<file path="src/rtl/core/ipalc_pkg.sv">
`timescale 1ns / 1ps

package ipalc_pkg;

  localparam int ADDR_HALF_W = 64;
  localparam int ADDR_W = 2 * ADDR_HALF_W;
  localparam int SLOT_W = 2;
  localparam int PLEN_W = 8;
  localparam int V6_ENTRIES_DEFAULT = 4;

  // The prefix compare is split into chunks so that the match reduction
  // spreads over two pipeline stages.
  localparam int CHUNK_W = 16;
  localparam int CHUNKS = ADDR_W / CHUNK_W;

  // Configuration register map.
  localparam int CFG_IDX_W = 2;
  localparam int CFG_DATA_W = 32;
  localparam logic [CFG_IDX_W-1:0] REG_OWN_V4_VALID = 2'd0;
  localparam logic [CFG_IDX_W-1:0] REG_OWN_V4_ADDRESS = 2'd1;
  localparam logic [CFG_IDX_W-1:0] REG_OWN_V4_NETMASK = 2'd2;
  localparam logic [CFG_IDX_W-1:0] REG_V6_PREFIX_COUNT = 2'd3;
  localparam int COUNT_W = 3;

  // Request operations.
  localparam logic OP_CLASSIFY = 1'b0;
  localparam logic OP_WRITE = 1'b1;

  // Well-known address patterns.
  localparam logic [31:0] V4_MAPPED_TAG = 32'h0000_ffff;
  localparam logic [7:0] OCT_LOOPBACK = 8'd127;
  localparam logic [7:0] OCT_PRIV_A = 8'd10;
  localparam logic [7:0] OCT_PRIV_B = 8'd172;
  localparam logic [3:0] OCT_PRIV_B_HI = 4'h1;
  localparam logic [7:0] OCT_PRIV_C0 = 8'd192;
  localparam logic [7:0] OCT_PRIV_C1 = 8'd168;
  localparam logic [7:0] OCT_LINK0 = 8'd169;
  localparam logic [7:0] OCT_LINK1 = 8'd254;
  localparam logic [9:0] V6_LINK_LOCAL_TAG = 10'h3fa;
  localparam logic [6:0] V6_UNIQUE_LOCAL_TAG = 7'h7e;
  localparam logic [PLEN_W-1:0] PLEN_DEFAULT = 8'd64;
  localparam logic [PLEN_W-1:0] PLEN_MAX = 8'd128;

  typedef struct packed {
    logic en;
    logic [SLOT_W-1:0] slot;
    logic [ADDR_W-1:0] prefix;
    logic [PLEN_W-1:0] bits;
  } prefix_wr_t;

  // Mask with the leading bits of the prefix set. A length of zero stands
  // for 64 bits, and lengths above 128 compare the whole address.
  function automatic logic [ADDR_W-1:0] prefix_mask(input logic [PLEN_W-1:0] bits);
    logic [PLEN_W-1:0] n;
    n = bits;
    if (n == '0) begin
      n = PLEN_DEFAULT;
    end
    if (n > PLEN_MAX) begin
      n = PLEN_MAX;
    end
    return ~({ADDR_W{1'b1}} >> n);
  endfunction

endpackage

</file>
<file path="src/rtl/core/ipalc_req_if.sv">
`timescale 1ns / 1ps

interface ipalc_req_if;
  import ipalc_pkg::*;

  logic valid;
  logic ready;
  logic operation;
  logic [ADDR_HALF_W-1:0] address_high;
  logic [ADDR_HALF_W-1:0] address_low;
  logic [SLOT_W-1:0] entry_index;
  logic [PLEN_W-1:0] prefix_bits;

  modport source (
    output valid, operation, address_high, address_low, entry_index, prefix_bits,
    input ready
  );

  modport sink (
    input valid, operation, address_high, address_low, entry_index, prefix_bits,
    output ready
  );
endinterface

</file>
<file path="src/rtl/core/ipalc_rsp_if.sv">
`timescale 1ns / 1ps

interface ipalc_rsp_if;
  logic valid;
  logic ready;
  logic is_local;

  modport source (
    output valid, is_local,
    input ready
  );

  modport sink (
    input valid, is_local,
    output ready
  );
endinterface

</file>
<file path="src/rtl/core/ipalc_prefix_lanes.sv">
`timescale 1ns / 1ps

module ipalc_prefix_lanes #(
  parameter int V6_ENTRIES = ipalc_pkg::V6_ENTRIES_DEFAULT
) (
  input  logic clk,
  input  ipalc_pkg::prefix_wr_t wr,
  input  logic [ipalc_pkg::ADDR_W-1:0] addr,
  output logic [V6_ENTRIES-1:0][ipalc_pkg::CHUNKS-1:0] chunk_ok
);
  import ipalc_pkg::*;

  logic [ADDR_W-1:0] prefix [V6_ENTRIES];
  logic [ADDR_W-1:0] mask [V6_ENTRIES];

  for (genvar k = 0; k < V6_ENTRIES; k++) begin : g_lane
    // Slots at or above the table depth are never selected here.
    always_ff @(posedge clk) begin
      if (wr.en && (32'(wr.slot) == k)) begin
        prefix[k] <= wr.prefix;
        mask[k] <= prefix_mask(wr.bits);
      end
    end

    for (genvar c = 0; c < CHUNKS; c++) begin : g_chunk
      assign chunk_ok[k][c] =
        ~|((addr[c*CHUNK_W +: CHUNK_W] ^ prefix[k][c*CHUNK_W +: CHUNK_W])
           & mask[k][c*CHUNK_W +: CHUNK_W]);
    end
  end

endmodule

</file>
<file path="src/rtl/core/ip_address_locality_classifier_unit.sv">
`timescale 1ns / 1ps

// Address locality classifier. A request either classifies one 128-bit
// address (IPv4-mapped or IPv6) or loads one slot of the own-prefix table.
// One request is accepted per cycle unless a stalled response holds the
// pipeline. A classify request passes an input register, a stage that
// compares the address against the fixed ranges and every table slot in
// 16-bit chunks, and an output register that folds the chunk results into
// its is_local response. A stalled response holds every stage behind it. A
// table write commits at the edge on which it is accepted, gives no
// response, and is seen by every later classify request. Table slots hold
// no reset value and must be written before the prefix count covers them.
module ip_address_locality_classifier_unit #(
  parameter int V6_ENTRIES = ipalc_pkg::V6_ENTRIES_DEFAULT
) (
  input  logic clk,
  input  logic rst,
  input  logic cfg_we,
  input  logic [ipalc_pkg::CFG_IDX_W-1:0] cfg_index,
  input  logic [ipalc_pkg::CFG_DATA_W-1:0] cfg_data,
  ipalc_req_if.sink addr_in,
  ipalc_rsp_if.source result
);
  import ipalc_pkg::*;

  // Configuration registers.
  logic own_v4_valid;
  logic [31:0] own_v4_address;
  logic [31:0] own_v4_netmask;
  logic [COUNT_W-1:0] v6_prefix_count;

  always_ff @(posedge clk) begin
    if (rst) begin
      own_v4_valid <= 1'b0;
      own_v4_address <= '0;
      own_v4_netmask <= '0;
      v6_prefix_count <= '0;
    end else if (cfg_we) begin
      case (cfg_index)
        REG_OWN_V4_VALID:    own_v4_valid <= cfg_data[0];
        REG_OWN_V4_ADDRESS:  own_v4_address <= cfg_data;
        REG_OWN_V4_NETMASK:  own_v4_netmask <= cfg_data;
        REG_V6_PREFIX_COUNT: v6_prefix_count <= cfg_data[COUNT_W-1:0];
        default: ;
      endcase
    end
  end

  // Pipeline handshake.
  logic s1_valid;
  logic s2_valid;
  logic s1_ready;
  logic s2_ready;
  logic out_ready;
  logic accept;

  assign out_ready = !result.valid || result.ready;
  assign s2_ready = !s2_valid || out_ready;
  assign s1_ready = !s1_valid || s2_ready;
  assign addr_in.ready = s1_ready;
  assign accept = addr_in.valid && s1_ready;

  // Table writes commit on acceptance. A classify request still in stage 1
  // leaves it on that same edge, so it never sees a later write.
  prefix_wr_t wr;
  assign wr.en = accept && (addr_in.operation == OP_WRITE);
  assign wr.slot = addr_in.entry_index;
  assign wr.prefix = {addr_in.address_high, addr_in.address_low};
  assign wr.bits = addr_in.prefix_bits;

  // Stage 1: registered address.
  logic [ADDR_HALF_W-1:0] s1_hi;
  logic [ADDR_HALF_W-1:0] s1_lo;

  always_ff @(posedge clk) begin
    if (rst) begin
      s1_valid <= 1'b0;
    end else if (s1_ready) begin
      s1_valid <= accept && (addr_in.operation == OP_CLASSIFY);
    end
  end

  always_ff @(posedge clk) begin
    if (s1_ready) begin
      s1_hi <= addr_in.address_high;
      s1_lo <= addr_in.address_low;
    end
  end

  logic [V6_ENTRIES-1:0][CHUNKS-1:0] lane_chunk_ok;

  ipalc_prefix_lanes #(
    .V6_ENTRIES(V6_ENTRIES)
  ) u_lanes (
    .clk(clk),
    .wr(wr),
    .addr({s1_hi, s1_lo}),
    .chunk_ok(lane_chunk_ok)
  );

  logic [7:0] oct0;
  logic [7:0] oct1;
  logic v4_mapped;
  logic v4_local;
  logic v6_fixed_local;

  assign oct0 = s1_lo[31:24];
  assign oct1 = s1_lo[23:16];
  assign v4_mapped = (s1_hi == '0) && (s1_lo[63:32] == V4_MAPPED_TAG);

  always_comb begin
    v4_local = (oct0 == OCT_LOOPBACK) || (oct0 == OCT_PRIV_A)
      || ((oct0 == OCT_PRIV_B) && (oct1[7:4] == OCT_PRIV_B_HI))
      || ((oct0 == OCT_PRIV_C0) && (oct1 == OCT_PRIV_C1))
      || ((oct0 == OCT_LINK0) && (oct1 == OCT_LINK1))
      || (own_v4_valid
          && ((s1_lo[31:0] & own_v4_netmask) == (own_v4_address & own_v4_netmask)));
    v6_fixed_local = ((s1_hi == '0) && (s1_lo == ADDR_HALF_W'(1)))
      || (s1_hi[63:54] == V6_LINK_LOCAL_TAG)
      || (s1_hi[63:57] == V6_UNIQUE_LOCAL_TAG);
  end

  // Stage 2: partial compare results.
  logic s2_v4_mapped;
  logic s2_v4_local;
  logic s2_v6_fixed;
  logic [V6_ENTRIES-1:0][CHUNKS-1:0] s2_lane_ok;

  always_ff @(posedge clk) begin
    if (rst) begin
      s2_valid <= 1'b0;
    end else if (s2_ready) begin
      s2_valid <= s1_valid;
    end
  end

  always_ff @(posedge clk) begin
    if (s2_ready) begin
      s2_v4_mapped <= v4_mapped;
      s2_v4_local <= v4_local;
      s2_v6_fixed <= v6_fixed_local;
      s2_lane_ok <= lane_chunk_ok;
    end
  end

  logic [V6_ENTRIES-1:0] lane_hit;
  logic local_next;

  for (genvar k = 0; k < V6_ENTRIES; k++) begin : g_hit
    assign lane_hit[k] = (&s2_lane_ok[k]) && (k < 32'(v6_prefix_count));
  end

  assign local_next = s2_v4_mapped ? s2_v4_local : (s2_v6_fixed || (|lane_hit));

  // Stage 3: output register.
  always_ff @(posedge clk) begin
    if (rst) begin
      result.valid <= 1'b0;
    end else if (out_ready) begin
      result.valid <= s2_valid;
    end
  end

  always_ff @(posedge clk) begin
    if (out_ready) begin
      result.is_local <= local_next;
    end
  end

`ifndef SYNTHESIS
  a_write_no_item: assert property (@(posedge clk) disable iff (rst)
    (accept && (addr_in.operation == OP_WRITE)) |=> !s1_valid)
    else $error("table write entered the classify pipeline");

  a_s2_hold: assert property (@(posedge clk) disable iff (rst)
    (s2_valid && !s2_ready) |=> (s2_valid && $stable(s2_lane_ok) && $stable(s2_v6_fixed)))
    else $error("stage 2 changed while stalled");

  a_loopback_v6: assert property (@(posedge clk) disable iff (rst)
    (s1_valid && s2_ready && (s1_hi == '0) && (s1_lo == ADDR_HALF_W'(1)))
      |=> (s2_v6_fixed && !s2_v4_mapped))
    else $error("::1 not flagged as local");

  a_reset_empty: assert property (@(posedge clk)
    $past(rst) |-> (!result.valid && !s1_valid && !s2_valid))
    else $error("pipeline not empty after reset");
`endif

endmodule
</file>
<file path="src/flat_wrapper.sv">
// flat-port wrapper written by rule: the top's interface ports become plain ports
module ip_address_locality_classifier_unit_flat import ipalc_pkg::*;
#(
  parameter int V6_ENTRIES = ipalc_pkg::V6_ENTRIES_DEFAULT
)
  (clk, rst, cfg_we, cfg_index, cfg_data, addr_in_valid, addr_in_operation, addr_in_address_high, addr_in_address_low, addr_in_entry_index, addr_in_prefix_bits, addr_in_ready, result_valid, result_is_local, result_ready);
  ipalc_req_if addr_in_i ();
  ipalc_rsp_if result_i ();
  input  logic clk;
  input  logic rst;
  input  logic cfg_we;
  input  logic [ipalc_pkg::CFG_IDX_W-1:0] cfg_index;
  input  logic [ipalc_pkg::CFG_DATA_W-1:0] cfg_data;
  input wire logic [$bits(addr_in_i.valid)-1:0] addr_in_valid;
  input wire logic [$bits(addr_in_i.operation)-1:0] addr_in_operation;
  input wire logic [$bits(addr_in_i.address_high)-1:0] addr_in_address_high;
  input wire logic [$bits(addr_in_i.address_low)-1:0] addr_in_address_low;
  input wire logic [$bits(addr_in_i.entry_index)-1:0] addr_in_entry_index;
  input wire logic [$bits(addr_in_i.prefix_bits)-1:0] addr_in_prefix_bits;
  output wire logic [$bits(addr_in_i.ready)-1:0] addr_in_ready;
  output wire logic [$bits(result_i.valid)-1:0] result_valid;
  output wire logic [$bits(result_i.is_local)-1:0] result_is_local;
  input wire logic [$bits(result_i.ready)-1:0] result_ready;
  assign addr_in_i.valid = addr_in_valid;
  assign addr_in_i.operation = addr_in_operation;
  assign addr_in_i.address_high = addr_in_address_high;
  assign addr_in_i.address_low = addr_in_address_low;
  assign addr_in_i.entry_index = addr_in_entry_index;
  assign addr_in_i.prefix_bits = addr_in_prefix_bits;
  assign addr_in_ready = addr_in_i.ready;
  assign result_valid = result_i.valid;
  assign result_is_local = result_i.is_local;
  assign result_i.ready = result_ready;
  ip_address_locality_classifier_unit #(.V6_ENTRIES(V6_ENTRIES)) u_core (.clk(clk), .rst(rst), .cfg_we(cfg_we), .cfg_index(cfg_index), .cfg_data(cfg_data), .addr_in(addr_in_i), .result(result_i));
endmodule
</file>
<file path="config.mk">
export PLATFORM = sky130hd
export DESIGN_NAME = ip_address_locality_classifier_unit_flat
export DESIGN_NICKNAME = d
export VERILOG_FILES = /design/src/rtl/core/ipalc_pkg.sv /design/src/rtl/core/ipalc_req_if.sv /design/src/rtl/core/ipalc_rsp_if.sv /design/src/rtl/core/ipalc_prefix_lanes.sv /design/src/rtl/core/ip_address_locality_classifier_unit.sv /design/src/flat_wrapper.sv
export SDC_FILE = /design/constraint.sdc
export NUM_CORES = 2
export LEC_CHECK = 0
export ABC_AREA = 0
export BUFFER_PORTS_ARGS = -buffer_cell sky130_fd_sc_hd__buf_2
export CORE_UTILIZATION = 47
export DETAILED_ROUTE_END_ITERATION = 10
export GPL_TIMING_DRIVEN = 0
export PLACE_DENSITY = 0.66
export SLEW_MARGIN = 20
export SYNTH_ARGS = -nofsm -noshare
export SYNTH_HDL_FRONTEND = slang
export SYNTH_HIERARCHICAL = 1
export SYNTH_SLANG_ARGS = --single-unit
</file>
<file path="constraint.sdc">
create_clock -name clk -period 26.8 [get_ports clk]
set_clock_uncertainty 0.15 [all_clocks]
set_input_delay 5.36 -clock clk [delete_from_list [all_inputs] [get_ports clk]]
set_output_delay 5.36 -clock clk [all_outputs]
set_load 0.01 [all_outputs]
</file>
==> results.json <==
{
  "status": "completed",
  "p_leak_nw": 19.3,
  "required_ns": 21.29,
  "synth_ff_type": "edfxtp_1",
  "post_cts_resized": 0,
  "grt_usage": 0.230,
  "yosysWarningCount": 6,
  "path_max_fanout": 33,
  "root_buffer": "clkbuf_16",
  "worst_slack_ns": 14.24,
  "grt-ovfl-total": 0,
  "whs_endpoint": "u_core/own_v4_netmask[23]",
  "synth_top_cell_area_share": 0.753,
  "synth_edf_count": 1188,
  "io_pins": 181,
  "wirelength_um": 118000,
  "fillers": 7597,
  "area_delta_synth_final_pct": 16.5,
  "reg2reg_depth": 10,
  "post_drt_wl_per_cell_um": 25.9,
  "synth.top_cells.by_area": "edfxtp_1 75%, xor2_1 10%, a22oi_1 4.3%, dfxtp_1 3.0%, nand2_1 1.4%",
  "io_buffers": 178,
  "grt_max_degree": 49,
  "clock_latency_ns": 0.75,
  "hp-class": "flip-flop to flip-flop",
  "synth_cells": 2771,
  "drc_errors": 0,
  "tightestPinTransition_ns": 1.19,
  "fmax_mhz": 79.6,
  "hold_depth": 2,
  "synth_top_area_cell": "edfxtp_1",
  "start_util": 0.474,
  "layout_commonest_cell": "edfxtp_1",
  "p_per_area_nw_per_um2": 76.1,
  "detail-route-antenna-nets": 0,
  "cts_setup_buffers": 0,
  "setup.worst_path.end_class": "output port",
  "final_area_um2": 55200,
  "hold_viol": 0,
  "yosysSeqAreaShare": 0.783,
  "drtPass1Iterations": 8,
  "tritoncts": "built",
  "slew_headroom": 0.201,
  "fp-row-count": 116,
  "core_area_um2": 100000,
  "num_vias": 25900,
  "holdBufCountCts": 0,
  "period_minus_slack_ns": 12.56,
  "antenna_found_initial": 31,
  "r2r_end": "u_core/u_lanes/prefix[2][104]",
  "numClockSinks": 1259,
  "gp_congestion": 0.936,
  "hold_path.startpoint": "u_core/own_v4_netmask[23]",
  "grt_pass1_wl_um": 170000,
  "maxCapViolations": 0,
  "r2r_setup_slack_ns": 23.38,
  "drtIter0Drc": 2692,
  "critPathLaunchType": "primary input",
  "drive_above_1_share": 0.136,
  "synth_cell_types": 56,
  "post-route-period-util": 0.469,
  "ctsLongestPathBuffers": 3,
  "htreeDepth": 4,
  "placed_area_um2": 51100,
  "clkTransAtPathRegs_ns": 0.06,
  "die_h_um": 319,
  "dieWidth_um": 319,
  "grt_pass1_vias": 25900,
  "layout_common_cells": "1,188 x edfxtp_1, 544 x xor2_1, 269 x a22oi_1, 184 x buf_2, 174 x nand2_1",
  "via_per_inst": 5.69,
  "ys_seq_elements": 1259,
  "nNetsFinal": 3321,
  "dp_hpwl_um": 85800,
  "reg2reg_from": "u_core/result.valid",
  "dieArea_um2": 102000,
  "drv_slew": 0,
  "ir_worst_vdd_mv": 0.0565,
  "numCtsBuffers": 130,
  "synthArstFlopShare": 0,
  "setup_violations": 0,
  "path_class": "primary input to output port",
  "rsz0062_at_grt": "false",
  "syn_avg_cell_area_um2": 17.1,
  "place_ws_ns": 14.23,
  "syn-cell-area_um2": 47400,
  "crit_arrival_ns": 7.05,
  "startpoint": "result_ready"
}
-- cell families after synthesis --
group | share of synthesized area
xor gates and xnor gates | 0.101
and+or+nand+nor | 0.0444
other | 0.0000792
AOI/OAI and AO/OA | 0.0654
DFF | 0.783
buffers and inverters | 0.00552
muxes | 0.00108
-- routing by layer --
metal  track usage  share of wire  vias up
li1              -              -    11400
met1         0.306           0.41    13000
met2         0.378           0.49     1144
met3        0.0551          0.082      225
met4        0.0615          0.021       34
met5             0         0.0018        -
-- worst max path at each step --
stage	to	slack, ns	depth (start not counted)
6_report	addr_in_ready	14.24	6
5_1_grt	addr_in_ready	14.08	6
4_1_cts	addr_in_ready	14.23	6
3_5_place_dp	addr_in_ready	14.23	6
3_3_place_gp	u_core/u_lanes/prefix[2][102]	-5.22	6
2_1_floorplan	u_core/u_lanes/mask[1][0]	6.21	5
-- synth_stat cells (all sizes together), types with 9 or more instances --
cell / number
dfxtp: 71
a21oi: 81
nor3: 17
nand3: 9
buf: 12
nor4: 31
edfxtp: 1188
nand2: 175
nor2: 80
inv: 9
nand4: 90
clkbuf: 39
xor2: 544
o21ai: 88
a22oi: 269
-- state kept, by name, indices dropped and copies added (netlist names) --
register,count
u_core/u_lanes/mask,512
u_core/u_lanes/prefix,512
u_core/s1_hi,64
u_core/s1_lo,64
u_core/own_v4_address,32
u_core/own_v4_netmask,32
u_core/s2_lane_ok,32
u_core/v6_prefix_count,3
u_core/own_v4_valid,1
u_core/result.is_local,1
u_core/result.valid,1
u_core/s1_valid,1
u_core/s2_v4_local,1
u_core/s2_v4_mapped,1
u_core/s2_v6_fixed,1
u_core/s2_valid,1
-- per-stage QoR --
| stage | util | setup TNS (ns) | hold WS [ns] | std cells | power, mW |
|---|---|---|---|---|---|
| 6_report | 0.552 | 0 | 0.304 | 4547 | 4.20 |
| 5_1_grt | 0.552 | 0 | 0.325 | 4542 | 4.32 |
| 4_1_cts | 0.552 | 0 | 0.307 | 4541 | 4.23 |
| 3_5_place_dp | 0.511 | 0 | 0.299 | 4309 | 2.51 |
| 3_3_place_gp | 0.499 | -3395.95 | 0.293 | 4250 | 2.51 |
| 2_1_floorplan | - | 0 | 0.286 | 2774 | 2.41 |
-- power by group --
part	internal, mW	leakage, nW	switching (mW)
clock	0.988	1.99	0.739
combinational	0.0687	5.07	0.130
sequential	2.23	12.2	0.0493
total	3.28	19.3	0.918
-- worst max-delay path, stage by stage --
cell	delay, ns
buf_2	0.10
nor2b_1	0.48
nand3_4	0.34
buf_12	0.29
buf_16	0.21
buf_2	0.19
-- area by class of cell --
type                    count  area (um2)  area share
flip-flops and latches   1259       37100       0.672
multi-input cells        1453       10100       0.183
well taps                1298        1620      0.0294
clock buffers             160        3400      0.0615
plain buffers              51         220     0.00399
inverters                  11        41.3    0.000748
diodes                      6        15.0    0.000272
clock inverters            72         693      0.0126
repair buffers            237        2030      0.0368
(Power assumes the default switching activity.)
